$ cat config.mk
export PLATFORM = sky130hd
export DESIGN_NAME = toy_spn_block_encrypt_top
export DESIGN_NICKNAME = d
export VERILOG_FILES = /design/src/rtl/tsbe_pkg.sv /design/src/rtl/tsbe_round.sv /design/src/rtl/toy_spn_block_encrypt_top.sv
export SDC_FILE = /design/constraint.sdc
export NUM_CORES = 1
export LEC_CHECK = 0
export ABC_AREA = 1
export CAP_MARGIN = 25
export CORE_MARGIN = 2
export CORE_UTILIZATION = 30
export CTS_BUF_LIST = sky130_fd_sc_hd__clkbuf_8
export CTS_CLUSTER_SIZE = 10
export DETAILED_ROUTE_END_ITERATION = 8
export DONT_BUFFER_PORTS = 1
export HOLD_SLACK_MARGIN = 0.06
export PLACE_DENSITY = 0.48
export SLEW_MARGIN = 20
export SYNTH_ARGS = -nofsm -noshare
export SYNTH_HDL_FRONTEND = slang
export SYNTH_SLANG_ARGS = --single-unit
$ cat constraint.sdc
create_clock -name clock -period 6 [get_ports clock]
set_input_delay 1.2 -clock clock [delete_from_list [all_inputs] [get_ports clock]]
set_output_delay 1.2 -clock clock [all_outputs]
set_load 0.005 [all_outputs]
$ cat src/rtl/tsbe_pkg.sv
// shared types, constants and substitution table for the toy spn block cipher
package tsbe_pkg;

   localparam int BLOCK_WIDTH  = 64;
   localparam int NIBBLE_COUNT = BLOCK_WIDTH / 4;
   localparam int ROUND_WIDTH  = 6;

   localparam logic [ROUND_WIDTH-1:0] ROUND_COUNT_RESET = 6'd20;
   localparam logic [15:0]            KEY_ROUND_CONST   = 16'hF3F3;

   typedef logic [BLOCK_WIDTH-1:0] block_type;
   typedef logic [ROUND_WIDTH-1:0] round_type;

   function automatic logic [3:0] sbox(input logic [3:0] x);
      logic [3:0] y;
      case (x)
         4'h0: y = 4'hA;
         4'h1: y = 4'h5;
         4'h2: y = 4'h4;
         4'h3: y = 4'h2;
         4'h4: y = 4'h6;
         4'h5: y = 4'h1;
         4'h6: y = 4'hF;
         4'h7: y = 4'h3;
         4'h8: y = 4'hB;
         4'h9: y = 4'hE;
         4'hA: y = 4'h7;
         4'hB: y = 4'h0;
         4'hC: y = 4'h8;
         4'hD: y = 4'hD;
         4'hE: y = 4'hC;
         4'hF: y = 4'h9;
         default: y = 4'h0;
      endcase
      return y;
   endfunction

endpackage

$ cat src/rtl/tsbe_round.sv
// one cipher round and one key schedule step, shared across all rounds
module tsbe_round import tsbe_pkg::*; (
   input  block_type block_in,
   input  block_type key_in,
   output block_type block_out,
   output block_type key_out
);

   logic [3:0] x [NIBBLE_COUNT];
   logic [3:0] o [NIBBLE_COUNT];
   block_type  key_mod;

   always_comb begin
      for (int k = 0; k < NIBBLE_COUNT; k++) begin
         if (k < 8) begin
            x[k] = sbox(block_in[4*k +: 4] ^ key_in[4*k +: 4]);
         end else begin
            x[k] = sbox(block_in[4*k +: 4]);
         end
      end
      for (int i = 0; i < 4; i++) begin
         o[12+i] = x[12+i] ^ x[4+((i+2)&3)];
         o[8+i]  = x[8+((i+3)&3)] ^ x[4+((i+2)&3)];
         o[4+i]  = x[12+i] ^ x[(i+1)&3];
         o[i]    = x[4+((i+2)&3)] ^ x[(i+1)&3];
      end
      for (int k = 0; k < NIBBLE_COUNT; k++) begin
         block_out[4*k +: 4] = o[k];
      end
   end

   // round constant on the low nibbles, then rotate down by four nibbles
   assign key_mod = {key_in[BLOCK_WIDTH-1:16], key_in[15:0] ^ KEY_ROUND_CONST};
   assign key_out = {key_mod[15:0], key_mod[BLOCK_WIDTH-1:16]};

endmodule

$ cat src/rtl/toy_spn_block_encrypt_top.sv
// top level: round sequencer, round count register and output register
//
// usage:
//   req channel (valid/ready) carries one plaintext and one initial key per beat.
//   rsp channel (valid/ready) carries one ciphertext per beat.
//   csr_wr_en/csr_wr_data write the round count (reset value 20); the user must
//   write it only while idle, the block itself does not enforce this.
// each accepted block runs one round per cycle through the single shared round
//   unit, then moves into the output register once that register is free.
// a new req beat is accepted only in idle: req_ready is low while a block
//   is in the loop.
// a finished ciphertext waits in the output register, so the next block can
//   be accepted and run while rsp is stalled; if that block finishes before
//   the first is taken, it holds in the round registers until the output
//   register frees up.
// zero rounds returns the plaintext unchanged.
// reset (synchronous, active high) empties the output register, returns the
//   sequencer to idle and restores the round count to 20.
module toy_spn_block_encrypt_top import tsbe_pkg::*; (
   input  logic                   clock,
   input  logic                   reset,
   input  logic                   req_valid,
   output logic                   req_ready,
   input  block_type              req_plaintext,
   input  block_type              req_cipher_key,
   output logic                   rsp_valid,
   input  logic                   rsp_ready,
   output block_type              rsp_ciphertext,
   input  logic                   csr_wr_en,
   input  logic [ROUND_WIDTH-1:0] csr_wr_data
);

   typedef enum logic {IDLE, RUN} state_type;

   state_type state_ff, state_in;
   round_type round_count_ff, round_count_in;
   round_type remaining_ff, remaining_in;
   block_type block_ff, block_in;
   block_type key_ff, key_in;
   block_type rsp_data_ff, rsp_data_in;
   logic      rsp_valid_ff, rsp_valid_in;
   block_type round_block;
   block_type round_key;
   logic      out_free;

   tsbe_round u_round (
      .block_in  (block_ff),
      .key_in    (key_ff),
      .block_out (round_block),
      .key_out   (round_key)
   );

   assign req_ready      = (state_ff == IDLE);
   assign rsp_valid      = rsp_valid_ff;
   assign rsp_ciphertext = rsp_data_ff;
   assign out_free       = !rsp_valid_ff || rsp_ready;

   always_comb begin
      state_in       = state_ff;
      remaining_in   = remaining_ff;
      block_in       = block_ff;
      key_in         = key_ff;
      rsp_data_in    = rsp_data_ff;
      rsp_valid_in   = rsp_valid_ff && !rsp_ready;
      round_count_in = csr_wr_en ? csr_wr_data : round_count_ff;
      case (state_ff)
         IDLE: begin
            if (req_valid) begin
               block_in     = req_plaintext;
               key_in       = req_cipher_key;
               remaining_in = round_count_ff;
               state_in     = RUN;
            end
         end
         RUN: begin
            if (remaining_ff != '0) begin
               block_in     = round_block;
               key_in       = round_key;
               remaining_in = remaining_ff - 1'b1;
            end else if (out_free) begin
               rsp_data_in  = block_ff;
               rsp_valid_in = 1'b1;
               state_in     = IDLE;
            end
         end
         default: state_in = IDLE;
      endcase
   end

   always_ff @(posedge clock) begin
      if (reset) begin
         state_ff       <= IDLE;
         rsp_valid_ff   <= 1'b0;
         round_count_ff <= ROUND_COUNT_RESET;
         remaining_ff   <= '0;
      end else begin
         state_ff       <= state_in;
         rsp_valid_ff   <= rsp_valid_in;
         round_count_ff <= round_count_in;
         remaining_ff   <= remaining_in;
      end
      block_ff    <= block_in;
      key_ff      <= key_in;
      rsp_data_ff <= rsp_data_in;
   end

   a_accept_starts_run: assert property (@(posedge clock) disable iff (reset)
      (req_valid && req_ready) |=> (state_ff == RUN && remaining_ff == $past(round_count_ff)))
      else $error("accepted beat did not start the round loop");

   a_round_countdown: assert property (@(posedge clock) disable iff (reset)
      (state_ff == RUN && remaining_ff != '0) |=>
         (state_ff == RUN && remaining_ff == $past(remaining_ff) - 1'b1))
      else $error("round counter did not step down");

   a_result_from_loop: assert property (@(posedge clock) disable iff (reset)
      (rsp_valid_ff && (!$past(rsp_valid_ff) || $past(rsp_ready)) && !$past(reset)) |->
         ($past(state_ff) == RUN && $past(remaining_ff) == '0))
      else $error("result beat appeared without a finished round loop");

   a_no_overwrite: assert property (@(posedge clock) disable iff (reset)
      (rsp_valid_ff && !rsp_ready) |=> (rsp_valid_ff && $stable(rsp_data_ff)))
      else $error("waiting result was overwritten");

endmodule

---- Word level (Yosys, flattened, before mapping) ----
Memories as Yosys holds them, arrays and structs flattened. A register that Yosys moved wholly into a read port is not among the register bits.
Cells that the tools add are included.
storage, ports and cells
  memory bits (read-only) ................. 1024
  memories ................................ 16
  input bits .............................. 139
  flip-flop bits (word level) ............. 206
  output and inout bits ................... 66
  word-level logic and storage cells ...... 84
memories
  name              words  bits a word  read ports  clocked after memory_dff  wr ports  RTL line        RTL
  (name not given)  16     4            1           0                         0         tsbe_pkg.sv:16  case (x)
  (name not given)  16     4            1           0                         0         tsbe_pkg.sv:16
  (name not given)  16     4            1           0                         0         tsbe_pkg.sv:16
  (name not given)  16     4            1           0                         0         tsbe_pkg.sv:16
  (name not given)  16     4            1           0                         0         tsbe_pkg.sv:16
  (name not given)  16     4            1           0                         0         tsbe_pkg.sv:16
  +10 memories      --     --           --          --                        --        --
cells by class
  reduce and logical (&&, ||, !) cells .... 7
  equal/unequal tests ..................... 2
  bitwise operators ....................... 27
  add/sub/neg operators ................... 1
  mux-type cells .......................... 24
operator list
  cell                 count
  $mux 64              4
  $pmux 64 s2          2
  $xor 4x4->4          24
  $mux 4               8
  $mux 6               2
  $not 12->12          1
  $pmux 6 s2           1
  $mux 1               6
  $reduce_bool 6->1    1
  $sub 6x1->6 const B  1
  $reduce_and 3->1     1
  $logic_not 1->1      2
  $ne 2x1->1 const B   1
  $ne 2x2->1 const B   1
  $not 1->1            2
  $pmux 1 s2           1
  $reduce_and 2->1     1
  $logic_and 1x1->1    1
  $logic_or 1x1->1     1

---- Longest topological paths before layout ----
Gate-level depths: netlist of the first run.
An unclocked memory read counts as a cell.
  word-level depth ........................ 6
  gate-level depth with buffers ........... 18
  gate-level depth less buffers ........... 18

---- Modules after synthesis ----
From an unflattened synthesis of the first run, not the netlist that was laid out.
unflattened totals
  cell total of the unflattened synthesis .. 1553
  area total of the unflattened synthesis .. 12570.8 sq um
by module, submodules not included
  module                     sequential area each (sq um)  area an instance (sq um)  times used  cells an instance
  toy_spn_block_encrypt_top  6045.8                        8112.8                    1           703
  tsbe_round                 0.0                           4458.0                    1           850

---- Worst setup path after synthesis of the first run ----
OpenSTA, ideal clock, no wires.
  kind .................................... input to register
  from .................................... input port rsp_ready
  to ...................................... register rsp_data_ff[0] (netlist: rsp_ciphertext[0]), enable pin
  path buffers ............................ 0
  stages on the path ...................... 2
  data required time ...................... 5.433 ns
  path slack .............................. -0.214 ns
  arrival ................................. 5.647 ns
  library setup time ...................... 0.567 ns
  path through ............................ nor2_1 -> nor3_1
between the ends
  word-level cells in the longest chain between the ends .. 2
ends and longest elaborated chain
  what                        RTL line                          RTL
  start: declaration          toy_spn_block_encrypt_top.sv:27   input logic rsp_ready,
  $logic_or 1x1->1            toy_spn_block_encrypt_top.sv:56   assign out_free = !rsp_valid_ff || rsp_ready;
  $reduce_and 3->1 (no line)  --
  end signal: assignment      toy_spn_block_encrypt_top.sv:104  rsp_data_ff <= rsp_data_in;
  end: declaration            toy_spn_block_encrypt_top.sv:40   block_type rsp_data_ff, rsp_data_in;
Every way passes these cells.
A chain may end at the register's enable or synchronous reset.

---- Worst setup path in the final report of the first run ----
  from .................................... register state_ff
  to ...................................... output port req_ready
between the ends
  word-level cells in the longest chain between the ends .. 1
ends and longest elaborated chain
  what                      RTL line                         RTL
  start: declaration        toy_spn_block_encrypt_top.sv:35  state_type state_ff, state_in;
  start signal: assignment  toy_spn_block_encrypt_top.sv:97  state_ff <= state_in;
  $not 1->1                 --
  end: declaration          toy_spn_block_encrypt_top.sv:23  output logic req_ready,
Every way passes these cells.

==> results.toml, run 1 <==
[outcome]
status = "finished, final reports clean"

[finish]
final_cell_mix = "560 x nand2_1, 208 x nand3_1, 192 x edfxtp_1"
stdcell_area_mm2 = 0.0150
final_common_cell = "nand2_1"
syn_to_final_growth_pct = 11.2
drive_gt1_frac = 0.0930
layout.nets = 1803

[drt]
viasPerCell = 4.64
vias = 10400
drc = 0
ant_nets = 0
post_drt_wl_per_cell_um = 18.6
drtPass1Iterations = 5
drt_iter0_drc = 769
drt_wl_total_um = 41500

[floorplanning]
core_area_mm2 = 0.0442
die_area_mm2 = 0.0465
die_h_um = 216
io_pins = 205
row_count = 77
die_w_um = 216
initial_core_util = 0.304

[logic_synthesis]
netlist.area_leader.share = 0.429
synthArstFlopShare = 0
syn_avg_cell_area_um2 = 8.47
ys_ff_latch = 238
yosys.area.top_type = "edfxtp_1"
muxShareOfSynthArea = 0
synth-main-ff-cell = "edfxtp_1"
synth-compound-area-share = 0.0582
netlist_instances = 1587
synthSimpleGateAreaFrac = 0.301
synth_cell_types = 42
syn_nets = 1791
synth_fa_ha_area_frac = 0.0605
netlist_area_mm2 = 0.0134
synth_area_leaders = "edfxtp_1 43%, nand2_1 16%, nand3_1 7.7%"
yosysWarnings = 0
synthXorXnorAreaFrac = 0.0281
synth_edf_count = 192
synth_top_family_by_area = "simple AND/OR/NAND/NOR gates"
synth_seq_area_share = 0.497

[grt]
grt_overflow = 0
grt_pass1_wl_um = 61700
grt_use_total = 0.177
grt_max_degree = 130
antenna_found_initial = 3
grt_pass1_vias = 9878

[critical_path]
start_kind = "register"
crit_cells = 1
rrSetupSlack_ps = 2860
r2r-end = "u_round.x[17]$_DFF_P_"
required_ps = 4800
cp-startpoint = "state_ff$_SDFF_PP0_"
r2r-start = "state_ff$_SDFF_PP0_"
slowest_stage = "dfxtp_4"
path_cells = "inv_6"
slowest_delay_ps = 860
worstPathArrival_ps = 1980
setup.worst_path.end_class = "output port"
crit_type = "register to output port"
cp_top_family = "flip-flops"
critPathBufInv = 1
r2r_cells = 11
cp_max_fo = 94

[placement]
place_ws_ps = 2650
post_dp_cell_area_mm2 = 0.0141
dp_hpwl_um = 31100
numPortBuffers = 0
gp_congestion = 0.837

[power]
peakVddDrop_uv = 124
power_leakage_nw = 6.73
p_seq_frac = 0.378
p_sw_w = 0.00295
p_clk_frac = 0.219
power_density_mw_per_mm2 = 467
internal-power_w = 0.00404
pwr-share-comb = 0.403
switching_share = 0.422

[timing]
rsz0062_at_grt = "no"
whs_ps = 447
slew_violations = 0
post-route-period-util = 0.530
slew_headroom = 0.460
period_minus_slack_ps = 3180
worst_slack_ps = 2820
fmax_ghz = 0.315
hold_violations = 0
fin_tns_setup_ps = 0
tightestPinTransition_ps = 810
final-setup-viol-count = 0
clock_skew_ps = 39.1

[worst_hold_path]
hp-start = "block_ff[63]$_DFFE_PN_"
holdPathEnd = "rsp_ciphertext[63]$_DFFE_PP_"
min_delay_path_depth = 0
hold_class = "register to register"

[clocking]
cts.clk_slew.worst_paths_ps = 60
tritoncts = "done"
cts_root_buffer = "clkbuf_8"
cts_made_buffers = 44
clkSinkCount = 238
cts-hold-fix-buffers = 0
cts.path.max_buffers = 3
cts-resized-gates = 0
clk-insertion-delay-late_ps = 620
postCtsSetupBuffers = 0
htree_levels = 2

[job]
maxCapViolations = 0
power by group through the flow:
stage | clock, W | combinational (W) | sequential, W
CTS | 0.00159 | 0.00282 | 0.00266
global route | 0.00166 | 0.00322 | 0.00270
detailed placement | 0 | 0.00280 | 0.00268
finish | 0.00153 | 0.00281 | 0.00264
global placement | 0 | 0.00275 | 0.00268
floorplan | 0 | 0.00213 | 0.00251
logic make-up after synthesis:
family,count (synthesis)
AOI/OAI and AO/OA,137
DFF,238
xor gates and xnor gates,38
and+or+nand+nor,924
adders and majority gates,65
buffers and inverters,185
sequential cells by signal (all words and copies together), names as in the netlist:
name            cells
state_ff            1
rsp_ciphertext     64
u_round.x          32
remaining_ff        6
rsp_valid           1
round_count_ff      6
key_ff             64
block_ff           64
synthesized netlist by cell type (7+ instances only):
master    instances
nand2_1         560
nand3_1         208
edfxtp_1        192
inv_1           138
o21ai_0          80
ha_1             65
nor2_1           50
dfxtp_1          46
nand2_2          37
clkbuf_1         20
or2_2            20
xnor2_1          16
xor2_1           16
a31oi_1          13
or2_1            13
buf_2            10
nand3b_1          9
or2_0             9
a21oi_1           8
buf_1             8
o21ai_1           8
o21bai_1          8
o211ai_1          7
worst max-delay path by stage:
stage | endpoint | slack (ps)
floorplan | rsp_ciphertext[0]$_DFFE_PP_ | 1730
global placement | rsp_ciphertext[56]$_DFFE_PP_ | 2610
detailed placement | key_ff[34]$_DFFE_PN_ | 2650
CTS | key_ff[4]$_DFFE_PN_ | 2590
global route | key_ff[40]$_DFFE_PN_ | 2590
finish | req_ready | 2820
metrics by stage:
stage | utilization | cells | power, W
finish | 0.338 | 2229 | 0.00698
global route | 0.338 | 2229 | 0.00758
CTS | 0.338 | 2226 | 0.00706
detailed placement | 0.319 | 2144 | 0.00549
global placement | 0.318 | 2143 | 0.00544
floorplan | - | 1587 | 0.00464
per-layer routing:
metal / up-vias / routed length (um) / GRT usage / share of wire
met5: - / 8 / 0 / 0.00019
met1: 4752 / 20100 / 0.252 / 0.49
li1: 5251 / - / - / -
met2: 284 / 17100 / 0.255 / 0.41
met3: 62 / 3210 / 0.0534 / 0.077
met4: 2 / 1040 / 0.0600 / 0.025
cell type report:
type / count / area [um^2]
Fill cell: 4668 / 29300
Clock buffer: 46 / 633
Clock inverter: 36 / 204
Inverter: 142 / 541
Multi-Input combinational cell: 1164 / 6040
Sequential cell: 238 / 6690
Antenna cell: 2 / 5.00
Tap cell: 592 / 741
Timing Repair Buffer: 9 / 100
Note: power is estimated with default switching activity, not from simulation.
==> run 2, diff against run 1 <==
Settings changed: PLACE_DENSITY 0.48 to 0.47.
Clock period 6 ns to 3.3 ns, I/O delays scaled along.
==> results.toml, run 2 (same netlist as run 1, synthesis figures left out) <==
[clocking]
cts_root_buffer = "clkbuf_8"
clk-insertion-delay-late_ps = 610
cts.clk_slew.worst_paths_ps = 70
htree_levels = 2
postCtsSetupBuffers = 0
cts_made_buffers = 45
cts.path.max_buffers = 3
tritoncts = "done"
clkSinkCount = 238

[drt]
drt_wl_total_um = 42700
drtPass1Iterations = 5
post_drt_wl_per_cell_um = 19.1
drc = 0
drt_iter0_drc = 850
viasPerCell = 4.71
vias = 10500
ant_nets = 0

[critical_path]
setup.worst_path.end_class = "register"
start_kind = "register"
cp_max_fo = 6
required_ps = 3810
crit_type = "register to register"
cp-startpoint = "block_ff[24]$_DFFE_PN_"
r2r-start = "block_ff[24]$_DFFE_PN_"
worstPathArrival_ps = 3240

[timing]
slew_headroom = 0.440
hold_violations = 0
post-route-period-util = 0.825
period_minus_slack_ps = 2720
fmax_ghz = 0.367
slew_violations = 0
whs_ps = 123
tightestPinTransition_ps = 840
rsz0062_at_grt = "no"
final-setup-viol-count = 0
fin_tns_setup_ps = 0
clock_skew_ps = 26.7

[placement]
numPortBuffers = 0
gp_congestion = 0.849
dp_hpwl_um = 32100
post_dp_cell_area_mm2 = 0.0142

[finish]
utilization = 0.340
final_cell_mix = "560 x nand2_1, 208 x nand3_1, 192 x edfxtp_1"
num_antenna_cells = 0
syn_to_final_growth_pct = 11.8
layout.nets = 1812
drive_gt1_frac = 0.0974
stdcell_area_mm2 = 0.0150
final_common_cell = "nand2_1"

[grt]
antenna_found_initial = 1
grt_pass1_vias = 10100
grt_overflow = 0
grt_pass1_wl_um = 64500
grt_use_total = 0.184
grt_max_degree = 139

[power]
power_density_mw_per_mm2 = 850
peakVddDrop_uv = 276
power_leakage_nw = 6.78

[floorplanning]
io_pins = 205
initial_core_util = 0.304
die_w_um = 216
row_count = 77
core_area_mm2 = 0.0442
die_h_um = 216
die_area_mm2 = 0.0465

[job]
maxCapViolations = 0

[worst_hold_path]
hp-start = "reset"
hold_class = "input port to register"

[outcome]
status = "finished, final reports clean"
## run 2: changes by cell type in the layout (fill, tap and decap cells not counted), sizes merged
cell / previous run / this run
bufinv: 2 / 0
clkinvlp: 2 / 1
diode: 2 / 0
buf: 9 / 15
clkbuf: 46 / 48
dlygate4sd3: 0 / 2
inv: 159 / 160
## run 2: layout make-up
class / instances / area, um^2
inverter: 142 / 541
timing repair buffer: 17 / 220
clock inverter: 34 / 148
multi-input combinational: 1164 / 6040
clock buffer: 48 / 661
sequential: 238 / 6690
fill: 4598 / 29200
tap: 592 / 741
## run 2: power by group
group	internal [W]	total (W)	leakage [nW]	switching, W
logic	0.00175	0.00529	4.04	0.00354
clock network	0.00135	0.00269	0.485	0.00135
registers	0.00419	0.00480	2.26	0.000604
## run 2: worst max-delay path: stages, from the launching register on
cell and delay (ps):
edfxtp_1 460, xnor2_2 360, inv_1 120, ha_1 230, inv_1 50, nand3_1 80, nand3_1 190, nand2_1 220
nand2_1 100, nand3_1 100, nand3_1 120, nand2_1 90, ha_1 320, nand2_1 60, nand3_1 70, nand2_1 50
## run 2: repair_timing
item | in CTS | in global routing
endpoints found under the hold margin | 5 | 0
hold buffers | 2 | 0
gates resized for setup | 0 | 0
## run 2: layer usage
layer,part of all wire,track usage,up-vias,wire (um)
li1,-,-,5264,-
met1,0.49,0.265,4910,20800
met2,0.42,0.274,299,18100
met3,0.071,0.0492,48,3030
met4,0.017,0.0434,2,735
met5,0.00035,0,-,15
## run 2: stage by stage
| step | power (W) | setup slack (ps) | instances |
|---|---|---|---|
| 2_1_floorplan | 0.00843 | 378 | 1587 |
| 3_3_place_gp | 0.0101 | 599 | 2151 |
| 3_5_place_dp | 0.0101 | 598 | 2151 |
| 4_1_cts | 0.0129 | 614 | 2235 |
| 5_1_grt | 0.0139 | 276 | 2235 |
| 6_report | 0.0128 | 578 | 2235 |
## run 2: path summary, 6_finish.rpt
path	endpoint	slack (ps)	depth (start not counted)
max	u_round.x[13]$_DFF_P_	580	15
min	rsp_valid$_SDFF_PP0_	120	1
max reg2reg	u_round.x[13]$_DFF_P_	580	15
min reg2reg	rsp_ciphertext[63]$_DFFE_PP_	450	0
